`src/rtl/core/first_fit_block_allocator_assert.svh`:
```
// ----------------------------------------------------------------------------
// first fit block allocator assertion macros
// concurrent assertion wrappers used by the allocator sequencer rtl
// ----------------------------------------------------------------------------
`ifndef FIRST_FIT_BLOCK_ALLOCATOR_ASSERT_SVH
`define FIRST_FIT_BLOCK_ALLOCATOR_ASSERT_SVH

`ifndef ASSERT_OFF
// checked outside of reset
`define FFBA_ASSERT(lbl, clk, rst_n, prop, msg) \
    lbl: assert property (@(posedge clk) disable iff (!rst_n) prop) else $error(msg);
// checked at every edge, reset included
`define FFBA_ASSERT_ALWAYS(lbl, clk, prop, msg) \
    lbl: assert property (@(posedge clk) prop) else $error(msg);
`else
`define FFBA_ASSERT(lbl, clk, rst_n, prop, msg)
`define FFBA_ASSERT_ALWAYS(lbl, clk, prop, msg)
`endif

`endif

```
`src/rtl/core/ffba_ram.sv`:
```
// ----------------------------------------------------------------------------
// ffba_ram
// generic single write, single read memory with registered read data
// ----------------------------------------------------------------------------
module ffba_ram #(
    parameter int WIDTH = 8,
    parameter int DEPTH = 16
) (
    input  logic                     i_clk,
    input  logic                     i_we,
    input  logic [$clog2(DEPTH)-1:0] i_waddr,
    input  logic [WIDTH-1:0]         i_wdata,
    input  logic [$clog2(DEPTH)-1:0] i_raddr,
    output logic [WIDTH-1:0]         o_rdata
);

    logic [WIDTH-1:0] r_mem [DEPTH];
    logic [WIDTH-1:0] r_rdata;

    always_ff @(posedge i_clk) begin
        if (i_we) begin
            r_mem[i_waddr] <= i_wdata;
        end
        r_rdata <= r_mem[i_raddr];
    end

    assign o_rdata = r_rdata;

endmodule

```
`config.mk`:
```
export PLATFORM = sky130hd
export DESIGN_NAME = ffba_ram
export DESIGN_NICKNAME = d
export VERILOG_FILES = /design/src/rtl/core/first_fit_block_allocator_assert.svh /design/src/rtl/core/ffba_ram.sv
export SDC_FILE = /design/constraint.sdc
export NUM_CORES = 1
export LEC_CHECK = 0
export BUFFER_PORTS_ARGS = -buffer_cell sky130_fd_sc_hd__buf_2
export CORE_MARGIN = 2
export CORE_UTILIZATION = 49
export CTS_CLUSTER_DIAMETER = 60
export DETAILED_ROUTE_END_ITERATION = 12
export PLACE_DENSITY_LB_ADDON = 0.08
export RECOVER_POWER = 25
export SETUP_SLACK_MARGIN = 0.1
export SYNTH_ARGS = -nofsm -noshare
export SYNTH_HDL_FRONTEND = slang
export SYNTH_SLANG_ARGS = --single-unit
```
`constraint.sdc`:
```
create_clock -name i_clk -period 2.5 [get_ports i_clk]
set_clock_uncertainty 0.15 [all_clocks]
set_input_delay 0.5 -clock i_clk [delete_from_list [all_inputs] [get_ports i_clk]]
set_output_delay 0.5 -clock i_clk [all_outputs]
set_load 0.005 [all_outputs]
```
==> metrics.yaml <==
outcome: "complete, no violations"
cp-end-kind: "flop"
layout.nets: 302
fp.dieH_um: 106
clk_latency_ns: 0.50
mostFrequentLayoutCell: "edfxtp_1"
syn_area_per_cell_um2: 22.5
yosysSeqAreaShare_pct: 77.8
drc: 0
routed_wl_mm: 8.87
syn_inst: 229
whs_endpoint: "r_mem[9][0]"
clkTransAtPathRegs_ns: 0.06
grt_max_degree: 33
maxCapViolCount: 0
cts_sinks: 136
final_antenna_net_count: 0
cp_max_fo: 32
fp.coreArea_um2: 10300
die_area_um2: 11300
first_global_vias: 2412
syn2layout_area_growth_pct: 18.3
cts-root-buf: "clkbuf_8"
cts_hold_buf: 0
yosysWarnings: 0
rows: 37
finalSetupViolCount: 0
fmax_mhz: 621
start_kind: "primary input"
cp_slowest_cell: "mux4_1"
place_congestion: 0.770
num_io_pins: 26
clock_path_buffers: 2
final_area_um2: 6090
power_leakage_uw: 0.00207
p_per_area_nw_per_um2: 830
hpwl_mm: 5.97
synth_nets: 247
post_dp_cell_area_um2: 5540
path_cells: "buf_2 -> buf_12 -> mux4_1 -> a22oi_1 -> nand2_1"
final_cell_mix: "edfxtp_1 (128), buf_4 (19), mux4_2 (18), buf_2 (18)"
relSlewSlack_pct: 58.2
whs_path_depth: 1
htreeDepth: 4
rsz0062_at_grt: "no"
vias_per_cell: 5.42
hp-start: "i_wdata[0]"
slowest_delay_ns: 0.59
final_core_util_pct: 59.2
cts_tree: "done"
antenna_found_initial: 0
ctsResizeCount: 0
r2r_cells: 3
crit_buf_inv: 2
first_iter_violations: 165
reg2reg_slack_ns: 0.99
grt_overflow: 0
start_util_pct: 50.1
io_buffers: 25
tns_ns: 0
dr_total_vias: 2345
timing.rr.start: "r_mem[1][1]"
worstReg2RegEnd: "o_rdata[1]"
grt_use_total_pct: 17.5
period_needed_ns: 1.61
detail_route.wl_per_cell_um: 20.5
grt_pass1_wl_mm: 13.9
synthDistinctLibCells: 19
drive_above_1_share_pct: 30.0
peakVddDrop_uv: 383
crit_family: "multiplexers"
hold_viol: 0
dr.pass1.iters: 4
post-route-period-util_pct: 64.5
cp.required_ns: 2.73
ys_ff_latch: 136
netlist_area_um2: 5150
numCtsBuffers: 17
diodes: 0
crit_type: "primary input to flop"
hp-class: "primary input to flop"
critPathArrivalTime_ns: 1.84
cts_setup_buffers: 0
drv_slew: 0
tightest_slew_ns: 0.627
die_width_um: 106
==> worst register-to-register path, stage by stage (launching register included) <==
cell      delay [ns]
edfxtp_1        0.35
mux4_1          0.50
a22oi_1         0.29
nand2_1         0.10
==> Yosys cell counts (all sizes together) <==
master / instances / share of area, %
or3b: 1 / 0.17
and2b: 1 / 0.15
nor3: 4 / 0.39
buf: 7 / 1.1
mux4: 32 / 15
nand3: 1 / 0.097
and2: 1 / 0.12
nand3b: 2 / 0.29
nor2b: 1 / 0.12
a22oi: 16 / 2.3
nor2: 13 / 0.95
clkdlybuf4s25: 3 / 0.58
edfxtp: 128 / 75
dfxtp: 8 / 3.1
nand2: 9 / 0.66
nand2b: 2 / 0.24
==> metal layers <==
layer | share of wire, % | wire (um) | up-vias | track usage, %
li1 | - | - | 1088 | -
met3 | 2.9 | 255 | 2 | 5.27
met4 | 0.45 | 40 | 0 | 6.03
met2 | 50 | 4480 | 45 | 26.4
met5 | 0 | 0 | - | 0
met1 | 46 | 4100 | 1210 | 24.7
==> flip-flops by register name, indices dropped and copies added, names as in the netlist <==
signal / count
r_mem: 128
o_rdata: 8
==> logic make-up (layout without fill, tap and decap cells) <==
logic type	Yosys count	after routing	synth area share [%]
multiplexers	32	32	15.0
flip-flops	136	136	77.8
buffers and inverters	10	78	1.68
AND/OR/NAND/NOR	35	35	3.18
AO/OA/AOI/OAI	16	16	2.33
==> layout make-up <==
| cell class | instances | area, um2 |
|---|---|---|
| Fill cell | 766 | 4190 |
| Multi-Input combinational cell | 83 | 1060 |
| Clock buffer | 21 | 459 |
| Clock inverter | 11 | 97.6 |
| Timing Repair Buffer | 46 | 299 |
| Sequential cell | 136 | 4000 |
| Tap cell | 136 | 170 |
==> power by group <==
| group | switching, uW | total (uW) | internal (uW) |
|---|---|---|---|
| clock | 869 | 2260 | 1390 |
| sequential | 12.2 | 2560 | 2550 |
| combinational | 126 | 228 | 102 |
| total | 1010 | 5050 | 4050 |
==> stage by stage <==
step	instances	power [uW]	hold WS [ns]	setup WS [ns]
2_1_floorplan	229	2740	0.449	0.357
3_3_place_gp	401	2840	0.510	0.379
3_5_place_dp	401	2840	0.515	0.353
4_1_cts	433	5110	0.205	0.872
5_1_grt	433	5240	0.230	0.829
6_report	433	5050	0.240	0.889
==> worst max path at each step <==
stage | depth (start not counted) | end | slack [ns] | from
2_1_floorplan | 2 | r_mem[0][0] | 0.36 | i_waddr[2]
3_3_place_gp | 5 | o_rdata[1] | 0.38 | i_raddr[0]
3_5_place_dp | 5 | o_rdata[1] | 0.35 | i_raddr[0]
4_1_cts | 1 | o_rdata[0] | 0.87 | o_rdata[0]
5_1_grt | 5 | o_rdata[3] | 0.83 | i_raddr[0]
6_report | 5 | o_rdata[1] | 0.89 | i_raddr[0]
Power figures use the tool's default switching activity.
