`config.mk`:
```
export PLATFORM = sky130hd
export DESIGN_NAME = ffba_ctrl
export DESIGN_NICKNAME = d
export VERILOG_FILES = /design/src/rtl/core/ffba_pkg.sv /design/src/rtl/core/ffba_ctrl.sv
export VERILOG_INCLUDE_DIRS = /design/src /design/src/rtl/core
export SDC_FILE = /design/constraint.sdc
export NUM_CORES = 1
export LEC_CHECK = 0
export ABC_AREA = 1
export BUFFER_PORTS_ARGS = -buffer_cell sky130_fd_sc_hd__buf_2
export CAP_MARGIN = 20
export CORE_UTILIZATION = 40
export CTS_CLUSTER_SIZE = 10
export DETAILED_ROUTE_END_ITERATION = 6
export GPL_TIMING_DRIVEN = 1
export PLACE_DENSITY_LB_ADDON = 0.25
export SYNTH_ARGS = -nofsm -noshare
export SYNTH_HDL_FRONTEND = slang
export SYNTH_SLANG_ARGS = --single-unit
```
`constraint.sdc`:
```
create_clock -name i_clk -period 7.76 [get_ports i_clk]
set_clock_uncertainty 0.1 [all_clocks]
set_input_delay 1.552 -clock i_clk [delete_from_list [all_inputs] [get_ports i_clk]]
set_output_delay 1.552 -clock i_clk [all_outputs]
set_load 0.01 [all_outputs]
```
`src/rtl/core/first_fit_block_allocator_assert.svh`:
```
// ----------------------------------------------------------------------------
// first fit block allocator assertion macros
// concurrent assertion wrappers used by the allocator sequencer rtl
// ----------------------------------------------------------------------------
`ifndef FIRST_FIT_BLOCK_ALLOCATOR_ASSERT_SVH
`define FIRST_FIT_BLOCK_ALLOCATOR_ASSERT_SVH

`ifndef ASSERT_OFF
// checked outside of reset
`define FFBA_ASSERT(lbl, clk, rst_n, prop, msg) \
    lbl: assert property (@(posedge clk) disable iff (!rst_n) prop) else $error(msg);
// checked at every edge, reset included
`define FFBA_ASSERT_ALWAYS(lbl, clk, prop, msg) \
    lbl: assert property (@(posedge clk) prop) else $error(msg);
`else
`define FFBA_ASSERT(lbl, clk, rst_n, prop, msg)
`define FFBA_ASSERT_ALWAYS(lbl, clk, prop, msg)
`endif

`endif

```
`src/rtl/core/ffba_pkg.sv`:
```
// ----------------------------------------------------------------------------
// ffba_pkg
// shared types and constants of the first fit block allocator
// ----------------------------------------------------------------------------
package ffba_pkg;

    localparam int MAX_UNITS  = 4096;
    localparam int UNIT_BYTES = 32;
    localparam int ADDR_W     = $clog2(MAX_UNITS);
    localparam int HEAP_W     = ADDR_W + 1;
    localparam int BYTES_W    = 17;
    localparam int BSUM_W     = BYTES_W + 1;
    localparam int PADDR_W    = 3;

    localparam logic [HEAP_W-1:0] HEAP_MIN = HEAP_W'(3);
    localparam logic [HEAP_W-1:0] HEAP_MAX = HEAP_W'(MAX_UNITS);

    localparam logic       OP_ALLOC = 1'b0;
    localparam logic       OP_FREE  = 1'b1;

    localparam logic [1:0] ST_OK      = 2'd0;
    localparam logic [1:0] ST_NOMEM   = 2'd1;
    localparam logic [1:0] ST_NULL    = 2'd2;
    localparam logic [1:0] ST_INVALID = 2'd3;

    localparam logic       REG_HEAP_UNITS = 1'b0;

    typedef struct packed {
        logic [ADDR_W-1:0] len;
        logic [ADDR_W-1:0] nxt;
        logic [ADDR_W-1:0] prv;
        logic              has_next;
        logic              has_prev;
        logic              free;
        logic              live;
    } t_entry;

    localparam int ENTRY_W = $bits(t_entry);

    typedef struct packed {
        logic              we;
        logic [ADDR_W-1:0] waddr;
        t_entry            wdata;
        logic [ADDR_W-1:0] raddr;
    } t_mem_req;

    function automatic logic [HEAP_W-1:0] clamp_units(input logic [HEAP_W-1:0] v);
        logic [HEAP_W-1:0] u;
        u = v;
        if (u < HEAP_MIN) begin
            u = HEAP_MIN;
        end
        if (u > HEAP_MAX) begin
            u = HEAP_MAX;
        end
        return u;
    endfunction

    function automatic logic [HEAP_W-1:0] units_needed(input logic [BYTES_W-1:0] b);
        logic [BSUM_W-1:0] s;
        s = BSUM_W'(b) + BSUM_W'(UNIT_BYTES - 1);
        s = BSUM_W'(s / UNIT_BYTES);
        return HEAP_W'(s) + HEAP_W'(1);
    endfunction

endpackage

```
`src/rtl/core/ffba_ctrl.sv`:
```
// ----------------------------------------------------------------------------
// ffba_ctrl
// sequencer: arena clear and init, first fit walk with split, checked free
// ----------------------------------------------------------------------------
`include "first_fit_block_allocator_assert.svh"

module ffba_ctrl
    import ffba_pkg::*;
(
    input  logic              i_clk,
    input  logic              i_rst_n,
    input  logic              i_init,
    input  logic [HEAP_W-1:0] i_heap_units,
    input  logic              i_start,
    input  logic              i_op,
    input  logic [BYTES_W-1:0] i_request_bytes,
    input  logic [ADDR_W-1:0] i_block_handle,
    output logic              o_busy,
    output logic              o_done,
    output logic [1:0]        o_status,
    output logic [ADDR_W-1:0] o_granted_handle,
    output t_mem_req          o_mem,
    input  t_entry            i_rdata
);

    typedef enum logic [8:0] {
        S_IDLE  = 9'b000000001,
        S_CLEAR = 9'b000000010,
        S_INIT0 = 9'b000000100,
        S_INIT1 = 9'b000001000,
        S_AWALK = 9'b000010000,
        S_ANXT  = 9'b000100000,
        S_ANB   = 9'b001000000,
        S_FRD1  = 9'b010000000,
        S_FRD2  = 9'b100000000
    } t_state;

    t_state            r_state, n_state;
    logic [ADDR_W-1:0] r_cnt, n_cnt;
    logic [ADDR_W-1:0] r_steps, n_steps;
    logic [ADDR_W-1:0] r_cur, n_cur;
    logic [ADDR_W-1:0] r_nb, n_nb;
    logic [HEAP_W-1:0] r_need, n_need;
    t_entry            r_ent, n_ent;
    logic              r_done, n_done;
    logic [1:0]        r_status, n_status;
    logic [ADDR_W-1:0] r_granted, n_granted;

    logic [ADDR_W-1:0] w_last;
    logic [ADDR_W-1:0] w_newlen;
    logic [HEAP_W-1:0] w_nb;
    logic [ADDR_W-1:0] w_hdr;
    t_entry            w_e;

    assign w_last   = ADDR_W'(i_heap_units - HEAP_W'(1));
    assign w_newlen = ADDR_W'(HEAP_W'(i_rdata.len) - r_need);
    assign w_nb     = HEAP_W'(r_cur) + HEAP_W'(w_newlen);
    assign w_hdr    = i_block_handle - ADDR_W'(1);

    always_comb begin
        n_state   = r_state;
        n_cnt     = r_cnt;
        n_steps   = r_steps;
        n_cur     = r_cur;
        n_nb      = r_nb;
        n_need    = r_need;
        n_ent     = r_ent;
        n_done    = 1'b0;
        n_status  = r_status;
        n_granted = r_granted;
        o_mem     = '0;
        w_e       = '0;

        unique case (r_state)
            S_CLEAR: begin
                o_mem.we    = 1'b1;
                o_mem.waddr = r_cnt;
                n_cnt       = r_cnt + ADDR_W'(1);
                if (r_cnt == ADDR_W'(MAX_UNITS - 1)) begin
                    n_state = S_INIT0;
                end
            end
            S_INIT0: begin
                w_e.len      = w_last;
                w_e.nxt      = w_last;
                w_e.has_next = 1'b1;
                w_e.free     = 1'b1;
                w_e.live     = 1'b1;
                o_mem.we     = 1'b1;
                o_mem.wdata  = w_e;
                n_state      = S_INIT1;
            end
            S_INIT1: begin
                w_e.has_prev = 1'b1;
                w_e.live     = 1'b1;
                o_mem.we     = 1'b1;
                o_mem.waddr  = w_last;
                o_mem.wdata  = w_e;
                n_state      = S_IDLE;
            end
            S_IDLE: begin
                if (i_start) begin
                    n_granted = '0;
                    if (i_op == OP_ALLOC) begin
                        n_need      = units_needed(i_request_bytes);
                        n_cur       = '0;
                        n_steps     = '0;
                        o_mem.raddr = '0;
                        n_state     = S_AWALK;
                    end else if (i_block_handle == '0) begin
                        n_status = ST_NULL;
                        n_done   = 1'b1;
                    end else if (HEAP_W'(w_hdr) >= i_heap_units) begin
                        n_status = ST_INVALID;
                        n_done   = 1'b1;
                    end else begin
                        n_cur       = w_hdr;
                        o_mem.raddr = w_hdr;
                        n_state     = S_FRD1;
                    end
                end
            end
            S_AWALK: begin
                if (i_rdata.free && HEAP_W'(i_rdata.len) >= r_need) begin
                    w_e         = i_rdata;
                    o_mem.we    = 1'b1;
                    o_mem.waddr = r_cur;
                    if (HEAP_W'(i_rdata.len) > r_need) begin
                        w_e.len = w_newlen;
                        if (w_nb >= i_heap_units) begin
                            // split point off the arena: length already cut
                            n_status = ST_NOMEM;
                            n_done   = 1'b1;
                            n_state  = S_IDLE;
                        end else begin
                            w_e.nxt      = w_nb[ADDR_W-1:0];
                            w_e.has_next = 1'b1;
                            n_ent        = i_rdata;
                            n_nb         = w_nb[ADDR_W-1:0];
                            if (i_rdata.has_next && HEAP_W'(i_rdata.nxt) < i_heap_units) begin
                                o_mem.raddr = i_rdata.nxt;
                                n_state     = S_ANXT;
                            end else begin
                                n_state = S_ANB;
                            end
                        end
                    end else begin
                        w_e.free  = 1'b0;
                        n_status  = ST_OK;
                        n_granted = r_cur + ADDR_W'(1);
                        n_done    = 1'b1;
                        n_state   = S_IDLE;
                    end
                    o_mem.wdata = w_e;
                end else if (!i_rdata.has_next || r_steps == ADDR_W'(MAX_UNITS - 1)
                             || HEAP_W'(i_rdata.nxt) >= i_heap_units) begin
                    n_status = ST_NOMEM;
                    n_done   = 1'b1;
                    n_state  = S_IDLE;
                end else begin
                    n_cur       = i_rdata.nxt;
                    n_steps     = r_steps + ADDR_W'(1);
                    o_mem.raddr = i_rdata.nxt;
                end
            end
            S_ANXT: begin
                w_e          = i_rdata;
                w_e.prv      = r_nb;
                w_e.has_prev = 1'b1;
                o_mem.we     = 1'b1;
                o_mem.waddr  = r_ent.nxt;
                o_mem.wdata  = w_e;
                n_state      = S_ANB;
            end
            S_ANB: begin
                w_e.len      = ADDR_W'(r_need);
                w_e.nxt      = r_ent.nxt;
                w_e.has_next = r_ent.has_next;
                w_e.prv      = r_cur;
                w_e.has_prev = 1'b1;
                w_e.live     = 1'b1;
                o_mem.we     = 1'b1;
                o_mem.waddr  = r_nb;
                o_mem.wdata  = w_e;
                n_status     = ST_OK;
                n_granted    = r_nb + ADDR_W'(1);
                n_done       = 1'b1;
                n_state      = S_IDLE;
            end
            S_FRD1: begin
                if (!i_rdata.live || !i_rdata.has_next
                    || HEAP_W'(i_rdata.nxt) >= i_heap_units) begin
                    n_status = ST_INVALID;
                    n_done   = 1'b1;
                    n_state  = S_IDLE;
                end else begin
                    n_ent       = i_rdata;
                    o_mem.raddr = i_rdata.nxt;
                    n_state     = S_FRD2;
                end
            end
            S_FRD2: begin
                if (!i_rdata.has_prev || i_rdata.prv != r_cur) begin
                    n_status = ST_INVALID;
                end else begin
                    w_e         = r_ent;
                    w_e.free    = 1'b1;
                    o_mem.we    = 1'b1;
                    o_mem.waddr = r_cur;
                    o_mem.wdata = w_e;
                    n_status    = ST_OK;
                end
                n_done  = 1'b1;
                n_state = S_IDLE;
            end
            default: begin
                n_state = S_CLEAR;
                n_cnt   = '0;
            end
        endcase

        // a new arena size restarts the clearing pass
        if (i_init) begin
            n_state = S_CLEAR;
            n_cnt   = '0;
        end
    end

    always_ff @(posedge i_clk) begin
        if (!i_rst_n) begin
            r_state <= S_CLEAR;
            r_cnt   <= '0;
            r_done  <= 1'b0;
        end else begin
            r_state <= n_state;
            r_cnt   <= n_cnt;
            r_done  <= n_done;
        end
    end

    always_ff @(posedge i_clk) begin
        r_steps   <= n_steps;
        r_cur     <= n_cur;
        r_nb      <= n_nb;
        r_need    <= n_need;
        r_ent     <= n_ent;
        r_status  <= n_status;
        r_granted <= n_granted;
    end

    assign o_busy           = (r_state != S_IDLE);
    assign o_done           = r_done;
    assign o_status         = r_status;
    assign o_granted_handle = r_granted;

    `FFBA_ASSERT_ALWAYS(a_done_idle, i_clk, r_done |-> (r_state == S_IDLE),
        "result while sequencer busy")
    `FFBA_ASSERT(a_idle_no_write, i_clk, i_rst_n, (r_state == S_IDLE) |-> !o_mem.we,
        "memory write while idle")
    `FFBA_ASSERT(a_fail_no_handle, i_clk, i_rst_n,
        (r_done && r_status != ST_OK) |-> (r_granted == '0), "handle granted on failure")
    `FFBA_ASSERT(a_walk_start, i_clk, i_rst_n,
        (i_start && !o_busy && i_op == OP_ALLOC && !i_init) |=> (r_cur == '0 && r_steps == '0),
        "walk not started at unit zero")

endmodule

```
==> results of run 1 <==
-- power groups by stage --
stage	registers, uW	clock network (uW)	logic [uW]
final	722	841	334
after global routing	722	870	369
after floorplan	736	0	193
after detailed placement	737	0	320
after global placement	737	0	320
after CTS	722	845	322
-- synthesized netlist by cell type (all sizes together), types with 22 or more instances --
cell type and n:
ha 68, o21ai 87, edfxtp 102, nand3 95, inv 234, a21oi 88
nor2 137, nand4 39, dfxtp 22, xor2 35, nand2 363, nor3 36
-- worst paths after layout --
path,startpoint,to,slack [ns],cells after the start
setup / recovery,i_rdata[30],o_mem[37],0.27,26
hold reg to reg,r_cnt[7]$_SDFFE_PP0N_,r_cnt[8]$_SDFFE_PP0N_,0.40,2
setup reg to reg,r_need[2]$_DFFE_PP_,r_ent[14]$_DFFE_PP_,2.44,25
hold / removal,r_cnt[7]$_SDFFE_PP0N_,r_cnt[8]$_SDFFE_PP0N_,0.40,2
-- metal layers --
| layer | vias to the layer above | track usage (%) |
|---|---|---|
| li1 | 5222 | - |
| met1 | 5072 | 40.5 |
| met2 | 502 | 46.5 |
| met3 | 75 | 3.78 |
| met4 | 0 | 13.8 |
| met5 | - | 0 |
-- sequential cells by signal, indices dropped and copies added, names as in the netlist --
name	cells
o_done	1
o_granted_handle	12
o_status	2
r_cnt	12
r_cur	12
r_ent	39
r_nb	12
r_need	13
r_state	9
r_steps	12
-- cells by family after synthesis --
group	after synthesis	share of synthesized area [%]
AND/OR/NAND/NOR	688	29.2
adder cells (fa/ha/maj)	70	8.54
XOR/XNOR	52	4.37
buffers and inverters	264	9.91
flip-flops	124	33.6
AO/OA/AOI/OAI	254	14.4
-- through the flow --
step                      setup TNS, ns  hold slack (ns)
after floorplan                       0            0.354
after global placement                0            0.387
after detailed placement              0            0.392
after CTS                             0            0.397
after global routing             -0.145            0.441
final                                 0            0.403
-- what timing repair did --
action / CTS / global route
hold endpoints to repair: 0 / 0
hold buffers: 0 / 0
endpoints found under the setup margin: 0 / 25
resized for setup: 0 / 13
setup buffers: 0 / 1
-- worst reg2reg max path, delay by kind of cell (launching register included) --
kind / cells / cell delay (ns)
XOR/XNOR: 2 / 0.47
adder cells (fa/ha/maj): 3 / 1.06
flip-flops: 1 / 0.35
AO/OA/AOI/OAI: 5 / 0.90
AND/OR/NAND/NOR: 11 / 1.05
buffers and inverters: 4 / 1.00
-- cell type report --
cell class	count	area [um^2]	area share, %
Clock buffer	17	425	3.45
Sequential cell	124	3500	28.4
Tap cell	330	413	3.35
Multi-Input combinational cell	1064	5940	48.2
Inverter	237	895	7.25
Timing Repair Buffer	186	978	7.93
Clock inverter	15	174	1.41
==> impl_metrics.prom, run 1 <==
# TYPE chip_impl_metric gauge
chip_impl_metric{name="cp_num_buf_inv",unit=""} 4
chip_impl_metric{name="seq_power_share",unit="%"} 38.1
chip_impl_info{name="cts-root-buf",value="sky130_fd_sc_hd__clkbuf_16"} 1
chip_impl_metric{name="detail_route.wirelength",unit="um"} 39000
chip_impl_metric{name="final-max-slew-violation-count",unit=""} 0
chip_impl_metric{name="slew_at_the_pin_closest_to_its_max_slew_limit",unit="ns"} 1.06
chip_impl_metric{name="first_global_vias",unit=""} 9940
chip_impl_metric{name="dieArea",unit="um^2"} 26700
chip_impl_metric{name="clock_tree.buffer_depth",unit=""} 2
chip_impl_metric{name="seq_area_frac_synth",unit="%"} 33.6
chip_impl_metric{name="route.met2.wl",unit="um"} 17500
chip_impl_metric{name="power.share.switching",unit="%"} 30.2
chip_impl_metric{name="ant_nets",unit=""} 0
chip_impl_info{name="layout.cells.most_common",value="sky130_fd_sc_hd__nand2_1"} 1
chip_impl_info{name="path_class",value="in -> out"} 1
chip_impl_metric{name="core",unit="um^2"} 25400
chip_impl_metric{name="p_per_area",unit="nW/um^2"} 154
chip_impl_metric{name="filler_cell_count",unit=""} 2638
chip_impl_metric{name="yosysWarningCount",unit=""} 0
chip_impl_metric{name="timing.final.hold_violations",unit=""} 0
chip_impl_metric{name="starting_drt_drc_count",unit=""} 1061
chip_impl_metric{name="clock_latency",unit="ns"} 0.43
chip_impl_metric{name="clock_tree.htree_level_count",unit=""} 4
chip_impl_info{name="tritoncts",value="built"} 1
chip_impl_info{name="path_common_cell",value="sky130_fd_sc_hd__nand2_1"} 1
chip_impl_metric{name="avgViaCountPerCell",unit=""} 5.51
chip_impl_info{name="critical-path-slowest-cell",value="sky130_fd_sc_hd__ha_1"} 1
chip_impl_metric{name="rows",unit=""} 58
chip_impl_metric{name="drc",unit=""} 0
chip_impl_metric{name="path_clk_slew",unit="ns"} 0.07
chip_impl_info{name="cp-end-kind",value="output port"} 1
chip_impl_metric{name="syn_avg_cell_area",unit="um^2"} 7.18
chip_impl_metric{name="achievable-frequency",unit="MHz"} 133
chip_impl_info{name="synth_top_cell_by_area",value="sky130_fd_sc_hd__edfxtp_1"} 1
chip_impl_metric{name="cpPeakStageDelay",unit="ns"} 0.39
chip_impl_metric{name="power.ir.vdd_worst",unit="V"} 0.0000903
chip_impl_metric{name="yosysTopAreaCellShare",unit="%"} 29.4
chip_impl_metric{name="p_switching",unit="uW"} 574
chip_impl_metric{name="internal_power",unit="uW"} 1320
chip_impl_metric{name="postSynthCellCount",unit=""} 1452
chip_impl_metric{name="overflow",unit=""} 0
chip_impl_metric{name="final_net_count",unit=""} 1787
chip_impl_metric{name="layout-area-overhead-vs-synth",unit="%"} 18.2
chip_impl_metric{name="antenna_found_initial",unit=""} 0
chip_impl_metric{name="ys_seq_elements",unit=""} 124
chip_impl_metric{name="post_dp_cell_area",unit="um^2"} 11700
chip_impl_metric{name="synth_edf_count",unit=""} 102
chip_impl_metric{name="setup_viol",unit=""} 0
chip_impl_metric{name="timing.final.crit_period",unit="ns"} 7.49
chip_impl_metric{name="met3WireLength",unit="um"} 2760
chip_impl_metric{name="timing.final.crit_share",unit="%"} 96.6
chip_impl_metric{name="dp.cells",unit=""} 1940
chip_impl_metric{name="max_cap_violations",unit=""} 0
chip_impl_metric{name="total_power",unit="uW"} 1900
chip_impl_metric{name="grt_first_pass_wirelength",unit="um"} 58400
chip_impl_metric{name="grt_util_all_layers",unit="%"} 29.7
chip_impl_metric{name="synthesis.area",unit="um^2"} 10400
chip_impl_metric{name="chipWidth",unit="um"} 163
chip_impl_metric{name="wire_per_inst",unit="um"} 19.7
chip_impl_metric{name="post_synth_num_cell_types",unit=""} 56
chip_impl_metric{name="number_of_input_and_output_port_buffers_inserted",unit=""} 167
chip_impl_metric{name="design_area",unit="um^2"} 12300
chip_impl_metric{name="grt_start_max_net_pins",unit=""} 38
chip_impl_info{name="synthTopCellsByArea",value="sky130_fd_sc_hd__edfxtp_1 (29%), sky130_fd_sc_hd__nand2_1 (13%), sky130_fd_sc_hd__ha_1 (8.2%)"} 1
chip_impl_metric{name="worst_slew_margin_rel",unit="%"} 29.2
chip_impl_metric{name="power.static_leakage",unit="uW"} 0.00585
chip_impl_metric{name="async_reset_ff_share",unit="%"} 0
chip_impl_metric{name="cp.arrival",unit="ns"} 5.84
chip_impl_info{name="postSynth.topFlopCell",value="sky130_fd_sc_hd__edfxtp_1"} 1
chip_impl_metric{name="worst_ep_required_time",unit="ns"} 6.11
chip_impl_metric{name="power.combinational.fraction",unit="%"} 17.6
chip_impl_info{name="maxUsedRoutingLayer",value="met4"} 1
chip_impl_metric{name="clock_sink_count",unit=""} 124
chip_impl_metric{name="synth_fp_nets",unit=""} 1609
chip_impl_info{name="worstHoldPathType",value="reg -> reg"} 1
chip_impl_metric{name="finalCoreUtilization",unit="%"} 48.6
chip_impl_metric{name="hpwl",unit="um"} 31700
chip_impl_metric{name="worst_setup_slack_post_dpl",unit="ns"} 0.126
chip_impl_metric{name="layout.cells.non_filler",unit=""} 1973
chip_impl_info{name="run_status",value="finished, final reports clean"} 1
chip_impl_metric{name="worstPathMaxFanout",unit=""} 7
chip_impl_metric{name="final_layout_size_suffix_gt1_share",unit="%"} 17.4
chip_impl_metric{name="die_height",unit="um"} 163
chip_impl_info{name="timing.critical_path.from_type",value="input port"} 1
chip_impl_metric{name="cts-buffers-inserted",unit=""} 17
chip_impl_metric{name="initial_utilization",unit="%"} 41.1
chip_impl_info{name="mostFrequentLayoutCells",value="sky130_fd_sc_hd__nand2_1 (352), sky130_fd_sc_hd__inv_1 (224), sky130_fd_sc_hd__buf_2 (167)"} 1
chip_impl_metric{name="gpl.final_weighted_congestion",unit=""} 1.02
chip_impl_metric{name="detailedRoute.firstPassIterationCount",unit=""} 5
chip_impl_metric{name="final_critical_path_setup_slack",unit="ns"} 0.266
chip_impl_metric{name="n_antenna_cell",unit=""} 0
chip_impl_metric{name="num_vias",unit=""} 10900
chip_impl_info{name="path_delay_family",value="simple AND/OR/NAND/NOR gates"} 1
chip_impl_metric{name="design.portCount",unit=""} 168
chip_impl_metric{name="m1WireLength",unit="um"} 17200
chip_impl_metric{name="share_of_power_burned_in_the_clock_network",unit="%"} 44.3
(Power assumes the default switching activity.)
==> inputs of run 2 (changes only) <==
CELL_PAD_IN_SITES_DETAIL_PLACEMENT = 0   (was not set)
CELL_PAD_IN_SITES_GLOBAL_PLACEMENT = 2   (was not set)
CORE_UTILIZATION = 33   (was 40)
==> run 2 against run 1 <==
The flow now finishes with violations (design-rule violations). Critical path depth grew 3. Die area increased by 21%. Sequential power about the same. Clock-buffer cell count is 10 higher. Via count is 1.6% lower. Sequential cell count stayed put. Routed wire length increased by 7.5%. First-iteration DRC count fell by 11%. Sequential share of layout area fell by 0.47 points. Cell count rose by 4.1%. Critical endpoint is now o_mem[5]. Highest routed layer unchanged.
==> impl_metrics.prom, run 2 (synthesis results as in run 1) <==
# TYPE chip_impl_metric gauge
chip_impl_info{name="whs_endpoint",value="r_cnt[8]$_SDFFE_PP0N_"} 1
chip_impl_metric{name="die_height",unit="um"} 180
chip_impl_metric{name="power.ir.vdd_worst",unit="V"} 0.000137
chip_impl_metric{name="timing.final.hold_violations",unit=""} 0
chip_impl_metric{name="power.share.switching",unit="%"} 28.9
chip_impl_info{name="crit_start",value="i_rdata[28]"} 1
chip_impl_metric{name="core",unit="um^2"} 30800
chip_impl_metric{name="number_of_input_and_output_port_buffers_inserted",unit=""} 167
chip_impl_metric{name="seq_power_share",unit="%"} 38.8
chip_impl_info{name="biggestRegsByFlops",value="r_ent: 39 flops, r_need: 13 flops"} 1
chip_impl_info{name="rsz0062_at_grt",value="no"} 1
chip_impl_metric{name="finalHoldWorstSlack",unit="ns"} 0.403
chip_impl_metric{name="initial_utilization",unit="%"} 33.8
chip_impl_metric{name="final_critical_path_setup_slack",unit="ns"} 0.286
chip_impl_info{name="hold_start",value="r_cnt[7]$_SDFFE_PP0N_"} 1
chip_impl_metric{name="grt_start_max_net_pins",unit=""} 40
chip_impl_metric{name="avgViaCountPerCell",unit=""} 5.21
chip_impl_metric{name="num_vias",unit=""} 10700
chip_impl_info{name="failed_checks",value="design-rule violations"} 1
chip_impl_info{name="tritoncts",value="built"} 1
chip_impl_metric{name="setup_total_negative_slack",unit="ns"} 0
chip_impl_metric{name="wire_per_inst",unit="um"} 20.4
chip_impl_metric{name="ctsHoldBuffers",unit=""} 0
chip_impl_metric{name="timing.final.crit_share",unit="%"} 96.3
chip_impl_metric{name="detailedRoute.firstPassIterationCount",unit=""} 7
chip_impl_metric{name="n_antenna_cell",unit=""} 0
chip_impl_metric{name="drc",unit=""} 11
chip_impl_metric{name="max_cap_violations",unit=""} 0
chip_impl_metric{name="clock_tree.htree_level_count",unit=""} 4
chip_impl_metric{name="grt_first_pass_wirelength",unit="um"} 62200
chip_impl_metric{name="rows",unit=""} 64
chip_impl_metric{name="gpl.final_weighted_congestion",unit=""} 0.949
chip_impl_info{name="worstReg2RegStart",value="r_need[0]$_DFFE_PP_"} 1
chip_impl_info{name="run_status",value="complete, but fails checks"} 1
chip_impl_metric{name="final-max-slew-violation-count",unit=""} 0
chip_impl_metric{name="power.static_leakage",unit="uW"} 0.00592
chip_impl_metric{name="overflow",unit=""} 0
chip_impl_metric{name="final_net_count",unit=""} 1802
chip_impl_metric{name="ant_nets",unit=""} 0
chip_impl_metric{name="worstPathMaxFanout",unit=""} 10
chip_impl_metric{name="clock_latency",unit="ns"} 0.44
chip_impl_metric{name="dp.cells",unit=""} 2013
chip_impl_metric{name="clock_sink_count",unit=""} 124
chip_impl_metric{name="max_ffs_per_register",unit=""} 39
chip_impl_metric{name="whs_path_depth",unit=""} 2
chip_impl_metric{name="worst_ep_required_time",unit="ns"} 6.11
chip_impl_metric{name="regToRegSetupSlack",unit="ns"} 2.50
chip_impl_metric{name="worst_slew_margin_rel",unit="%"} 30.0
chip_impl_metric{name="timing.final.crit_period",unit="ns"} 7.47
chip_impl_metric{name="layout.cells.non_filler",unit=""} 2054
chip_impl_metric{name="design_area",unit="um^2"} 12500
chip_impl_info{name="critical-path-slowest-cell",value="sky130_fd_sc_hd__fa_2"} 1
chip_impl_info{name="path_class",value="in -> out"} 1
chip_impl_metric{name="cpPeakStageDelay",unit="ns"} 0.42
chip_impl_metric{name="design.portCount",unit=""} 168
chip_impl_info{name="worstHoldPathType",value="reg -> reg"} 1
chip_impl_info{name="mostFrequentLayoutCells",value="sky130_fd_sc_hd__nand2_1 (351), sky130_fd_sc_hd__inv_1 (224), sky130_fd_sc_hd__buf_2 (167)"} 1
chip_impl_metric{name="slew_at_the_pin_closest_to_its_max_slew_limit",unit="ns"} 1.05
chip_impl_info{name="timing.rr.end",value="r_ent[33]$_DFFE_PP_"} 1
chip_impl_metric{name="grt_util_all_layers",unit="%"} 25.8
chip_impl_metric{name="dieArea",unit="um^2"} 32300
chip_impl_metric{name="layout-area-overhead-vs-synth",unit="%"} 20.2
chip_impl_metric{name="post_dp_cell_area",unit="um^2"} 11800
chip_impl_metric{name="starting_drt_drc_count",unit=""} 949
chip_impl_metric{name="p_per_area",unit="nW/um^2"} 149
chip_impl_metric{name="first_global_vias",unit=""} 10000
chip_impl_metric{name="cp.arrival",unit="ns"} 5.82
chip_impl_metric{name="power.combinational.fraction",unit="%"} 19.0
chip_impl_info{name="cts-root-buf",value="sky130_fd_sc_hd__clkbuf_16"} 1
chip_impl_metric{name="clock_tree.buffer_depth",unit=""} 2
chip_impl_metric{name="p_switching",unit="uW"} 539
chip_impl_metric{name="chipWidth",unit="um"} 180
chip_impl_metric{name="final_layout_size_suffix_gt1_share",unit="%"} 18.2
chip_impl_info{name="regMostFlops",value="r_ent"} 1
chip_impl_info{name="layout.cells.most_common",value="sky130_fd_sc_hd__nand2_1"} 1
chip_impl_metric{name="share_of_power_burned_in_the_clock_network",unit="%"} 42.2
chip_impl_metric{name="ff2ff_path_depth",unit=""} 23
chip_impl_metric{name="achievable-frequency",unit="MHz"} 134
chip_impl_info{name="path_common_cell",value="sky130_fd_sc_hd__nand2_1"} 1
chip_impl_metric{name="antenna_found_initial",unit=""} 0
chip_impl_metric{name="detail_route.wirelength",unit="um"} 41900
chip_impl_metric{name="setup_viol",unit=""} 0
chip_impl_info{name="cp-end-kind",value="output port"} 1
chip_impl_metric{name="cts-buffers-inserted",unit=""} 17
chip_impl_metric{name="worst_setup_slack_post_dpl",unit="ns"} 0.101
chip_impl_metric{name="hpwl",unit="um"} 34300
chip_impl_info{name="timing.critical_path.from_type",value="input port"} 1
chip_impl_metric{name="internal_power",unit="uW"} 1320
chip_impl_metric{name="path_clk_slew",unit="ns"} 0.06
-- run 2: cell count changes in the layout (fill, tap and decap cells not counted), sizes merged --
cell      delta
buf         +14
clkbuf      +11
inv          -7
bufinv       -2
clkinvlp     -1
-- run 2: critical path: cells and delay by family --
| kind | cells | cell delay, ns |
|---|---|---|
| and+or+nand+nor | 8 | 0.73 |
| buffers and inverters | 9 | 0.90 |
| xor gates and xnor gates | 2 | 0.43 |
| adders and majority gates | 4 | 1.24 |
| AOI/OAI and AO/OA | 6 | 0.96 |
-- run 2: what timing repair did --
item,in CTS,in global routing
resized for setup,0,19
endpoints found under the setup margin,0,25
buffers inserted,0,8
-- run 2: area by class of cell --
| class | count | area (um^2) |
|---|---|---|
| multi-input cells | 1064 | 5970 |
| repair buffers | 201 | 1110 |
| fillers | 3312 | 18300 |
| flip-flops and latches | 124 | 3500 |
| inverters | 237 | 895 |
| clock inverters | 5 | 28.8 |
| well taps | 396 | 495 |
| clock buffers | 27 | 534 |
-- run 2: worst max path at each step --
stage,cells past startpoint,endpoint
after global routing,30,o_mem[5]
final,29,o_mem[5]
after detailed placement,33,o_mem[11]
after CTS,33,o_mem[11]
after floorplan,25,r_ent[0]$_DFFE_PP_
after global placement,31,o_mem[28]
-- run 2: power groups by stage --
stage | clock (uW) | sequential (uW) | combinational (uW)
CTS | 793 | 723 | 332
detailed placement | 0 | 737 | 330
global placement | 0 | 737 | 332
global route | 814 | 723 | 389
floorplan | 0 | 736 | 193
finish | 786 | 723 | 354
-- run 2: per-stage QoR --
stage	utilization, %	total power, uW
2_1_floorplan	-	930
3_3_place_gp	38.4	1070
3_5_place_dp	38.4	1070
4_1_cts	40.2	1850
5_1_grt	40.7	1930
6_report	40.7	1860
-- run 2: routing by layer --
metal / up-vias / wire (um) / GRT usage, %
met3: 63 / 2600 / 3.61
met1: 4969 / 19100 / 34.9
met4: 0 / 1260 / 8.72
met2: 403 / 18900 / 42.0
met5: - / 0 / 0
li1: 5263 / - / -
